--- src/rtl/btpc_pkg.sv ---
// ============================================================================
// btpc_pkg
// Shared widths, register indexes and stage payload types for the
// barometric temperature and pressure compensation pipeline.
// ============================================================================
package btpc_pkg;

  localparam int unsigned AdcW  = 20;
  localparam int unsigned DivW  = 32;
  localparam int unsigned AddrW = 5;

  typedef enum logic [1:0] {
    REG_CAL_TEMP   = 2'd0,
    REG_CAL_PRESSA = 2'd1,
    REG_CAL_PRESSB = 2'd2,
    REG_CAL_P9     = 2'd3
  } reg_idx_e;

  localparam logic [31:0] FineOffset = 32'd64000;
  localparam logic [31:0] P1Bias     = 32'd32768;
  localparam logic [31:0] AdcFull    = 32'd1048576;
  localparam logic [31:0] PressScale = 32'd3125;
  localparam logic [31:0] RoundHalf  = 32'd128;

  typedef struct packed {
    logic [15:0] t1;
    logic [15:0] t2;
    logic [15:0] t3;
    logic [15:0] p1;
    logic [15:0] p2;
    logic [15:0] p3;
    logic [15:0] p4;
    logic [15:0] p5;
    logic [15:0] p6;
    logic [15:0] p7;
    logic [15:0] p8;
    logic [15:0] p9;
  } cal_t;

  // Payload entering the divider from the front stages.
  typedef struct packed {
    logic [31:0] fine;
    logic [15:0] tcent;
    logic [31:0] dividend;
    logic [31:0] divisor;
    logic        big;
    logic        invalid;
  } div_req_t;

  typedef struct packed {
    logic [31:0] fine;
    logic [15:0] tcent;
    logic [31:0] quot;
    logic        invalid;
  } div_rsp_t;

  function automatic logic [31:0] sx16(input logic [15:0] w);
    return {{16{w[15]}}, w};
  endfunction

  function automatic logic [31:0] asr32(input logic [31:0] x, input int unsigned n);
    return 32'($signed(x) >>> n);
  endfunction

endpackage

--- src/rtl/btpc_regs.sv ---
// ============================================================================
// btpc_regs
// APB calibration register file; presents the decoded calibration words.
// ============================================================================
module btpc_regs import btpc_pkg::*; (
  input  logic             clk_i,
  input  logic             rst_ni,
  input  logic             psel,
  input  logic             penable,
  input  logic             pwrite,
  input  logic [AddrW-1:0] paddr,
  input  logic [63:0]      pwdata,
  output logic [63:0]      prdata,
  output logic             pready,
  output cal_t             cal_o
);

  logic [47:0] temp_q;
  logic [63:0] pa_q;
  logic [63:0] pb_q;
  logic [15:0] p9_q;
  logic        wr_en;
  logic [1:0]  idx;
  logic        in_range;

  assign pready   = 1'b1;
  assign wr_en    = psel & penable & pwrite;
  assign idx      = paddr[4:3];
  assign in_range = (paddr[2:0] == 3'd0);

  always_ff @(posedge clk_i or negedge rst_ni) begin
    if (!rst_ni) begin
      temp_q <= '0;
      pa_q   <= '0;
      pb_q   <= '0;
      p9_q   <= '0;
    end else if (wr_en && in_range) begin
      case (reg_idx_e'(idx))
        REG_CAL_TEMP:   temp_q <= pwdata[47:0];
        REG_CAL_PRESSA: pa_q   <= pwdata;
        REG_CAL_PRESSB: pb_q   <= pwdata;
        REG_CAL_P9:     p9_q   <= pwdata[15:0];
        default: ;
      endcase
    end
  end

  always_comb begin
    prdata = '0;
    if (in_range) begin
      case (reg_idx_e'(idx))
        REG_CAL_TEMP:   prdata = {16'd0, temp_q};
        REG_CAL_PRESSA: prdata = pa_q;
        REG_CAL_PRESSB: prdata = pb_q;
        REG_CAL_P9:     prdata = {48'd0, p9_q};
        default:        prdata = '0;
      endcase
    end
  end

  assign cal_o = '{t1: temp_q[15:0], t2: temp_q[31:16], t3: temp_q[47:32],
                   p1: pa_q[15:0], p2: pa_q[31:16], p3: pa_q[47:32], p4: pa_q[63:48],
                   p5: pb_q[15:0], p6: pb_q[31:16], p7: pb_q[47:32], p8: pb_q[63:48],
                   p9: p9_q};

endmodule

--- config.mk ---
export PLATFORM = sky130hd
export DESIGN_NAME = btpc_regs
export DESIGN_NICKNAME = d
export VERILOG_FILES = /design/src/rtl/btpc_pkg.sv /design/src/rtl/btpc_regs.sv
export SDC_FILE = /design/constraint.sdc
export NUM_CORES = 1
export LEC_CHECK = 0
export BUFFER_PORTS_ARGS = -buffer_cell sky130_fd_sc_hd__buf_2
export CAP_MARGIN = 25
export CORE_ASPECT_RATIO = 0.75
export CORE_MARGIN = 2
export CORE_UTILIZATION = 45
export CTS_BUF_LIST = sky130_fd_sc_hd__clkbuf_8
export CTS_CLUSTER_DIAMETER = 80
export DETAILED_ROUTE_END_ITERATION = 12
export PLACE_DENSITY = 0.85
export SYNTH_ARGS = -nofsm -noshare
export SYNTH_HDL_FRONTEND = slang
export SYNTH_SLANG_ARGS = --single-unit
--- constraint.sdc ---
create_clock -name clk_i -period 1.4 [get_ports clk_i]
set_input_delay 0.07 -clock clk_i [delete_from_list [all_inputs] [get_ports clk_i]]
set_output_delay 0.07 -clock clk_i [all_outputs]
set_load 0.1 [all_outputs]
==> out/results.tsv <==
metric	value	unit
Area Growth Syn to Fin	81.4	%
Seq cells post-synth	192	
Port Buffer Count	329	
PwrDens	1070	mW/mm2
syn avg cell area	13.9	um2
Final GP Congestion	0.830	
slowest stage delay, CP	510	ps
Finished Layout Cells	1421	
# IOs	331	
largest net degree at the start of global routing	49	
violated checks	setup timing	
final setup TNS	-14460	ps
warnings from Yosys	0	
Clock Latency Late Sink	450	ps
ys async rst share	100	%
final HPWL from detailed placement	19700	um
total wire length	37300	um
Slowest-stage cell, CP	dfrtp_4	
htree depth	4	
initial antenna violation count	1	
Crit path required time	1330	ps
area of the multi-input gates	0.00459	mm2
CTS Buf Count	17	
Final Max Tran Viols	0	
Hold Vio Cnt, Final	0	
first-pass GRT wire length	50800	um
Die ar.	0.0208	mm2
CP Class	reg2out	
Max clock buf depth	2	
share of the synthesized area in the top cell type	54.4	%
Clock Sinks	192	
sequential element share of the synthesized area	54.4	%
Place WS	-447	ps
critical path arrival	1800	ps
Iteration-0 DRC Markers	552	
initial core utilization	45.7	%
Die Y	125	um
largest delay contributor family on the critical path	flip-flops	
CTS tree	done	
Final #Nets	1229	
post-synth top area cell	dfrtp_1	
commonest non-fill, non-tap cell in the layout	mux2_2	
DR vias	8066	
root buf cell	clkbuf_8	
fmax	535	MHz
CTS clk-pin slew, worst paths	110	ps
Area contributors post-synth	dfrtp_1 54%, mux2_2 21%, mux4_2 4.1%	
Core ar.	0.0193	mm2
most frequent cells in the layout	168 x mux2_2, 162 x buf_4, 117 x buf_2	
Max VDD drop	707	uV
CP startpoint kind	register	
Clock Skew	0	ps
FF-to-FF setup slack	250	ps
post-detailed-route wirelength per cell	26.2	um
RSZ-0062 raised after global routing	yes	
slew of the pin with the lowest slew margin	562	ps
final design utilization	83.0	%
Final period util	134	%
crit-path cells	mux4_2 > nor2b_4 > buf_12	
DP Cell Count	1215	
number of global-route vias before repair	8574	
Leak	7.14	nW
crit-path max FO	3	
via/cell ratio	5.68	
Most used DFF post-synth	dfrtp_1	
Final setup viols	64	
share of layout cells above drive strength 1	88.7	%
Max transition margin	62.5	%
DR DRC count	0	
Setup WS post-layout	-470	ps
Min-Delay Path Class	in2async	
Die W	166	um
Post-Synthesis Cell Area	0.00884	mm2
Post-synth EDFFs	0	
minimum clock period	1870	ps
max cap viols	0	
first-pass detailed-route iteration total	5	
# fillers	837	
crit path buf inv count	1	
Worst Setup End Kind	output port	
Synth cell types	25	
total power	17.1	mW
Row Count	44	
Post-Syn Nets	708	
Antenna Nets Post-Route	0	
sequential cell area	0.00524	mm2
status	finished with violations	
Total GRT Usage	31.5	%
Cells after Synth	634	
total gr overflow	0	
## stage by stage
| stage | area (um2) | hold WS [ps] |
|---|---|---|
| floorplan | 10100 | -226 |
| global placement | 13200 | 14.2 |
| detailed placement | 13200 | 16.5 |
| CTS | 15400 | 77.0 |
| global route | 16000 | 128 |
| finish | 16000 | 127 |
## repair_timing
item,4_1_cts,5_1_grt
endpoints found under the hold margin,384,0
endpoints found under the setup margin,135,204
gates resized for setup,167,126
cloned,0,2
pin swaps,38,6
setup buffers,93,17
hold buffers,65,0
## cells in the mapped netlist, drive strengths merged, types with 16 or more instances
cell type / n
a21oi: 32
a22oi: 16
buf: 30
clkbuf: 17
dfrtp: 192
mux2: 192
mux2i: 32
mux4: 16
nand2: 33
nor2: 16
nor2b: 18
or2: 32
## worst register-to-register path, delay by kind of cell (launching register included)
| kind | cells | cell delay, ps |
|---|---|---|
| buf+inv | 2 | 240 |
| flops | 1 | 510 |
| mux | 1 | 290 |
## cells by family after synthesis
logic type      Yosys count  synth area share, %
mux                     240                 33.0
buf+inv                  48                 3.07
other cells               1               0.0424
simple gates            105                 6.33
flops                   192                 54.4
compound gates           48                 3.17
## where the power goes
part | switching, mW | leakage [nW] | total [mW] | internal (mW)
clock network | 2.17 | 0.187 | 3.61 | 1.44
logic | 4.91 | 4.66 | 6.92 | 2.01
registers | 0.435 | 2.29 | 6.60 | 6.16
total | 7.52 | 7.14 | 17.1 | 9.61
## per-layer routing
layer	vias to the layer above	share of wire [%]	track usage, %
met2	482	52	55.3
li1	3276	-	-
met3	117	6.8	7.63
met5	-	0	0
met1	4191	38	37.8
met4	0	3.9	12.1
## final timing paths
path,startpoint,to,cells after the start
worst min register to register,pa_q[7]$_DFFE_PN0P_,pa_q[7]$_DFFE_PN0P_,1
worst max-delay path,pa_q[0]$_DFFE_PN0P_,prdata[0],3
min in group clk_i,paddr[4],pa_q[41]$_DFFE_PN0P_,4
worst max register to register,pb_q[26]$_DFFE_PN0P_,pb_q[26]$_DFFE_PN0P_,3
worst min-delay path,rst_ni,pb_q[30]$_DFFE_PN0P_,2
max in group asynchronous,rst_ni,pb_q[45]$_DFFE_PN0P_,3
## flip-flops by register name, summed over array words and instances, names as in the netlist
| signal | flops |
|---|---|
| pb_q | 64 |
| pa_q | 64 |
| temp_q | 48 |
| p9_q | 16 |
## final cells by class
cell class	instances	share of cell area (%)
timing repair buffer	549	34.4
sequential	192	32.7
multi-input combinational	394	28.6
tap	253	1.97
clock buffer	17	1.46
clock inverter	14	0.835
inverter	1	0.0234
antenna	1	0.0156
No activity file was read; power rests on OpenSTA's default activity.
