[config.mk]
export PLATFORM = sky130hd
export DESIGN_NAME = btpc_back
export DESIGN_NICKNAME = d
export VERILOG_FILES = /design/src/rtl/btpc_pkg.sv /design/src/rtl/btpc_back.sv
export SDC_FILE = /design/constraint.sdc
export NUM_CORES = 2
export LEC_CHECK = 0
export ABC_AREA = 1
export ABC_CLOCK_PERIOD_IN_PS = 14300
export BUFFER_PORTS_ARGS = -buffer_cell sky130_fd_sc_hd__buf_2
export CORE_UTILIZATION = 30
export CTS_CLUSTER_DIAMETER = 50
export CTS_CLUSTER_SIZE = 12
export DETAILED_ROUTE_END_ITERATION = 16
export GPL_TIMING_DRIVEN = 1
export PLACE_DENSITY_LB_ADDON = 0.2
export SLEW_MARGIN = 20
export SYNTH_ARGS = -nofsm -noshare
export SYNTH_HDL_FRONTEND = slang
export SYNTH_SLANG_ARGS = --single-unit
[constraint.sdc]
create_clock -name clk_i -period 14.3 [get_ports clk_i]
set_input_delay 0.715 -clock clk_i [delete_from_list [all_inputs] [get_ports clk_i]]
set_output_delay 0.715 -clock clk_i [all_outputs]
set_load 0.02 [all_outputs]
[src/rtl/btpc_pkg.sv]
// ============================================================================
// btpc_pkg
// Shared widths, register indexes and stage payload types for the
// barometric temperature and pressure compensation pipeline.
// ============================================================================
package btpc_pkg;

  localparam int unsigned AdcW  = 20;
  localparam int unsigned DivW  = 32;
  localparam int unsigned AddrW = 5;

  typedef enum logic [1:0] {
    REG_CAL_TEMP   = 2'd0,
    REG_CAL_PRESSA = 2'd1,
    REG_CAL_PRESSB = 2'd2,
    REG_CAL_P9     = 2'd3
  } reg_idx_e;

  localparam logic [31:0] FineOffset = 32'd64000;
  localparam logic [31:0] P1Bias     = 32'd32768;
  localparam logic [31:0] AdcFull    = 32'd1048576;
  localparam logic [31:0] PressScale = 32'd3125;
  localparam logic [31:0] RoundHalf  = 32'd128;

  typedef struct packed {
    logic [15:0] t1;
    logic [15:0] t2;
    logic [15:0] t3;
    logic [15:0] p1;
    logic [15:0] p2;
    logic [15:0] p3;
    logic [15:0] p4;
    logic [15:0] p5;
    logic [15:0] p6;
    logic [15:0] p7;
    logic [15:0] p8;
    logic [15:0] p9;
  } cal_t;

  // Payload entering the divider from the front stages.
  typedef struct packed {
    logic [31:0] fine;
    logic [15:0] tcent;
    logic [31:0] dividend;
    logic [31:0] divisor;
    logic        big;
    logic        invalid;
  } div_req_t;

  typedef struct packed {
    logic [31:0] fine;
    logic [15:0] tcent;
    logic [31:0] quot;
    logic        invalid;
  } div_rsp_t;

  function automatic logic [31:0] sx16(input logic [15:0] w);
    return {{16{w[15]}}, w};
  endfunction

  function automatic logic [31:0] asr32(input logic [31:0] x, input int unsigned n);
    return 32'($signed(x) >>> n);
  endfunction

endpackage

[src/rtl/btpc_back.sv]
// ============================================================================
// btpc_back
// Post-divide pressure correction, three stages, the last one the output
// register.
// ============================================================================
module btpc_back import btpc_pkg::*; (
  input  logic     clk_i,
  input  logic     rst_ni,
  input  logic     adv_i,
  input  logic     valid_i,
  input  div_rsp_t rsp_i,
  input  cal_t     cal_i,
  output logic     valid_o,
  output logic [31:0] fine_o,
  output logic [15:0] tc_o,
  output logic [31:0] p_o,
  output logic        inv_o
);

  logic [2:0]  v_q;
  logic [31:0] f_q [3];
  logic [15:0] t_q [3];
  logic [2:0]  i_q;
  logic [31:0] p1_q, sq_q, b_q;
  logic [31:0] p2_q, a_q, b2_q;
  logic [31:0] p3_q;
  logic [31:0] p_sh3;

  assign p_sh3 = {3'd0, rsp_i.quot[31:3]};

  always_ff @(posedge clk_i or negedge rst_ni) begin
    if (!rst_ni) v_q <= '0;
    else if (adv_i) v_q <= {v_q[1:0], valid_i};
  end

  always_ff @(posedge clk_i) begin
    if (adv_i) begin
      f_q[0] <= rsp_i.fine;  t_q[0] <= rsp_i.tcent; i_q[0] <= rsp_i.invalid;
      p1_q   <= rsp_i.quot;
      sq_q   <= (p_sh3 * p_sh3) >> 13;
      b_q    <= asr32({2'd0, rsp_i.quot[31:2]} * sx16(cal_i.p8), 13);
      f_q[1] <= f_q[0];      t_q[1] <= t_q[0];      i_q[1] <= i_q[0];
      p2_q   <= p1_q;
      a_q    <= asr32(sx16(cal_i.p9) * sq_q, 12);
      b2_q   <= b_q;
      f_q[2] <= f_q[1];      t_q[2] <= t_q[1];      i_q[2] <= i_q[1];
      p3_q   <= i_q[1] ? 32'd0 : p2_q + asr32(a_q + b2_q + sx16(cal_i.p7), 4);
    end
  end

  assign valid_o = v_q[2];
  assign fine_o  = f_q[2];
  assign tc_o    = t_q[2];
  assign p_o     = p3_q;
  assign inv_o   = i_q[2];

endmodule

==> results.md <==
- Status: finished, final reports clean
- WL/cell: 17.34 um
- Synth Area per Inst: 8.718 um^2
- GRT Total Usage: 0.1684
- Count leader, synth: inv_1
- Clk slew on worst S/H paths: 60 ps
- Critical Path Most Common Cell: fa_1
- Placer Congestion: 0.8928
- Worst reg2reg startpoint: sq_q[7]$_DFFE_PP_
- Routed Antenna Nets: 0
- Hold endpoint: t_q[0][7]$_DFFE_PP_
- Die area: 168900 um^2
- Largest cells by area after synthesis: fa_1 36%, edfxtp_1 19%, inv_1 12%
- Postcts setup bufs: 0
- Worst slew pin tran: 1043 ps
- Final worst path period share: 0.5477
- CTS tree: yes
- Required @ worst endpoint: around 15000 ps
- DRC: 0
- Largest net degree at the start of global routing: around 120
- Final setup TNS: 0 ps
- Rows: between 100 and 150
- First-iteration detailed-routing DRC count: 2158
- Final hold violations: 0
- Vias in the first global route: 38090
- Max Cap Viol: 0
- Hold path cells: 1
- Via density: between 4 and 5
- HPWL after DPL: 109100 um
- Crit-path max cell delay: 570 ps
- Placed cell areas: ~53000 um^2
- Post_cts resized: 0
- TritonRoute pass-1 iters: 5
- Reg2reg setup slack: just under 8000 ps
- Ys flop type: edfxtp_1
- Die Y: 411.0 um
- Synthesis-to-finish area growth: 8.175%
- Leading area contributor after synthesis: fa_1
- Worst hold path type: primary input to register
- Yosys warning total: 0
- Final Skew: roughly 19 ps
- Startpoint Class: primary input
- Crit Path Class: primary input to register
- Sequential-to-total area share from yosys stat: 0.1930
- Asr flop ratio synth: 0.009288
- Post-synth EDFFs: 320
- Synthesized area: 50180 um^2
- Synth cell types: 53
- Initial antenna violation count: 6
- Core ar.: 165500 um^2
- Fraction of layout cells with a size suffix above 1: 0.05871
- Routed via count: 35930
- H-tree depth: 2
- Fin util: 0.3279
- Synth top area share: 0.3606
- Final setup vio count: 0
- Post-Synthesis Cells: 5756
- RSZ-0062 raised after global routing: false
- Synthesized Nets: between 7000 and 8000
- Nets: 7367
- Initial Util: 0.3031
- Worst reg2reg path depth: 23
- Fin. max-slew vios: 0
- Total grt overflow: 0
- Num Clock Sinks: 323
- Tmin final: 7832 ps
- Critical-path top delay cell: buf_4
- Root Buffer: clkbuf_16
- Synth top cells by count: 1669 x inv_1, 1328 x nand2_1, 904 x fa_1
- Clock Latency Late Sink: 560 ps
- Seq cells post-synth: approximately 320
- Fin area: 54290 um^2
- Hold path start: rsp_i[40]
- Max Freq: 127.7 MHz
- First-pass GRT wire length: 220100 um
- # port buffers: 214
- Critical path capture point type: register
- Die width: 411.0 um
- CP max FO: 26
- I/O pin total: 359
- CTS Buf Count: 38
- R2R Path End: a_q[18]$_DFFE_PP_
- Clk buf depth: 3
- Critical path, cell by cell: buf_2 > buf_4 > nand2_1 > inv_1 > fa_1 > fa_1 > fa_1 > inv_1 > fa_1 > inv_1 > fa_1 > fa_1 > fa_1 > inv_1 > fa_1 > inv_1 > ha_1 > nand2_1 > nor4_2 > nand3_1 > o211ai_1 > a21oi_1 > xnor2_1
- CP arrival: 8180 ps
- Slew headroom: 0.3048
- WL final: 139000 um
==> worst max path at each step <==
stage	start	to	slack, ps	cells past startpoint
detailed placement	rsp_i[6]	sq_q[13]$_DFFE_PP_	5920	24
global placement	rsp_i[6]	sq_q[12]$_DFFE_PP_	5930	23
CTS	rsp_i[6]	sq_q[13]$_DFFE_PP_	6510	24
floorplan	rsp_i[9]	sq_q[12]$_DFFE_PP_	7250	24
global route	rsp_i[6]	sq_q[13]$_DFFE_PP_	6100	26
finish	rsp_i[6]	sq_q[12]$_DFFE_PP_	6470	23
==> timing repair <==
action	in CTS	in global routing
setup endpoints to repair	0	0
hold buffers	1	0
hold endpoints to repair	3	0
==> cell usage in the layout, fill, tap and decap left out, types with 20 or more instances in the layout <==
| cell type | instances |
|---|---|
| buf_4 | 33 |
| clkbuf_16 | 38 |
| a21o_1 | 21 |
| nor3_1 | 22 |
| nand3_1 | 102 |
| xor2_1 | 85 |
| nor2_1 | 158 |
| fa_1 | 904 |
| buf_2 | 213 |
| inv_1 | 1669 |
| xnor2_1 | 44 |
| a31oi_1 | 21 |
| edfxtp_1 | 320 |
| nand2_1 | 1328 |
| ha_1 | 382 |
| o21ai_0 | 111 |
| a21oi_1 | 208 |
| or2_2 | 20 |
==> metrics by stage <==
stage | hold slack, ps | instances | worst slack, ps
6_report | 328.6 | 8017 | 6468
5_1_grt | 295.7 | 8014 | 6099
4_1_cts | 283.1 | 8014 | 6510
3_5_place_dp | 404.5 | 7952 | 5916
3_3_place_gp | 400.6 | 7952 | 5933
2_1_floorplan | 400.3 | 5756 | 7253
==> kinds of logic after synthesis <==
family / Yosys count / synth area share
AOI/OAI and AO/OA: 419 / 0.04670
xor gates and xnor gates: 131 / 0.02316
adders and majority gates: 1286 / 0.4559
buffers and inverters: 1910 / 0.1472
DFF: 323 / 0.1930
muxes: 1 / 0.0002244
and+or+nand+nor: 1686 / 0.1339
==> cell type report <==
cell class	instances	area [um^2]
Antenna cell	3	7.507
Clock inverter	15	152.6
Tap cell	2189	2739
Inverter	1670	6269
Fill cell	17440	111300
Sequential cell	323	9684
Multi-Input combinational cell	3523	33110
Timing Repair Buffer	248	1339
Clock buffer	46	980.9
==> state kept, by name, indices dropped and copies added, names as in the netlist <==
register and cells:
a_q 20, b2_q 19, b_q 19, f_q 96, i_q 3, p1_q 32, p2_q 32, p_o 32
sq_q 19, t_q 48, v_q 3
==> metal layers <==
metal,vias up,track usage,part of all wire
li1,16970,-,-
met1,17880,0.2324,0.46
met2,925,0.2755,0.46
met3,146,0.02730,0.061
met4,6,0.03903,0.022
met5,-,0,0.00033
==> critical path, delay by kind of cell <==
| family | cells | cell delay [ps] |
|---|---|---|
| AOI/OAI and AO/OA | 2 | 420 |
| xor gates and xnor gates | 1 | 260 |
| adders and majority gates | 9 | 4380 |
| buffers and inverters | 7 | 1450 |
| and+or+nand+nor | 4 | 900 |
Power is not shown: default switching activity piles up to over one toggle a cycle in this logic, so the estimate is an artifact.
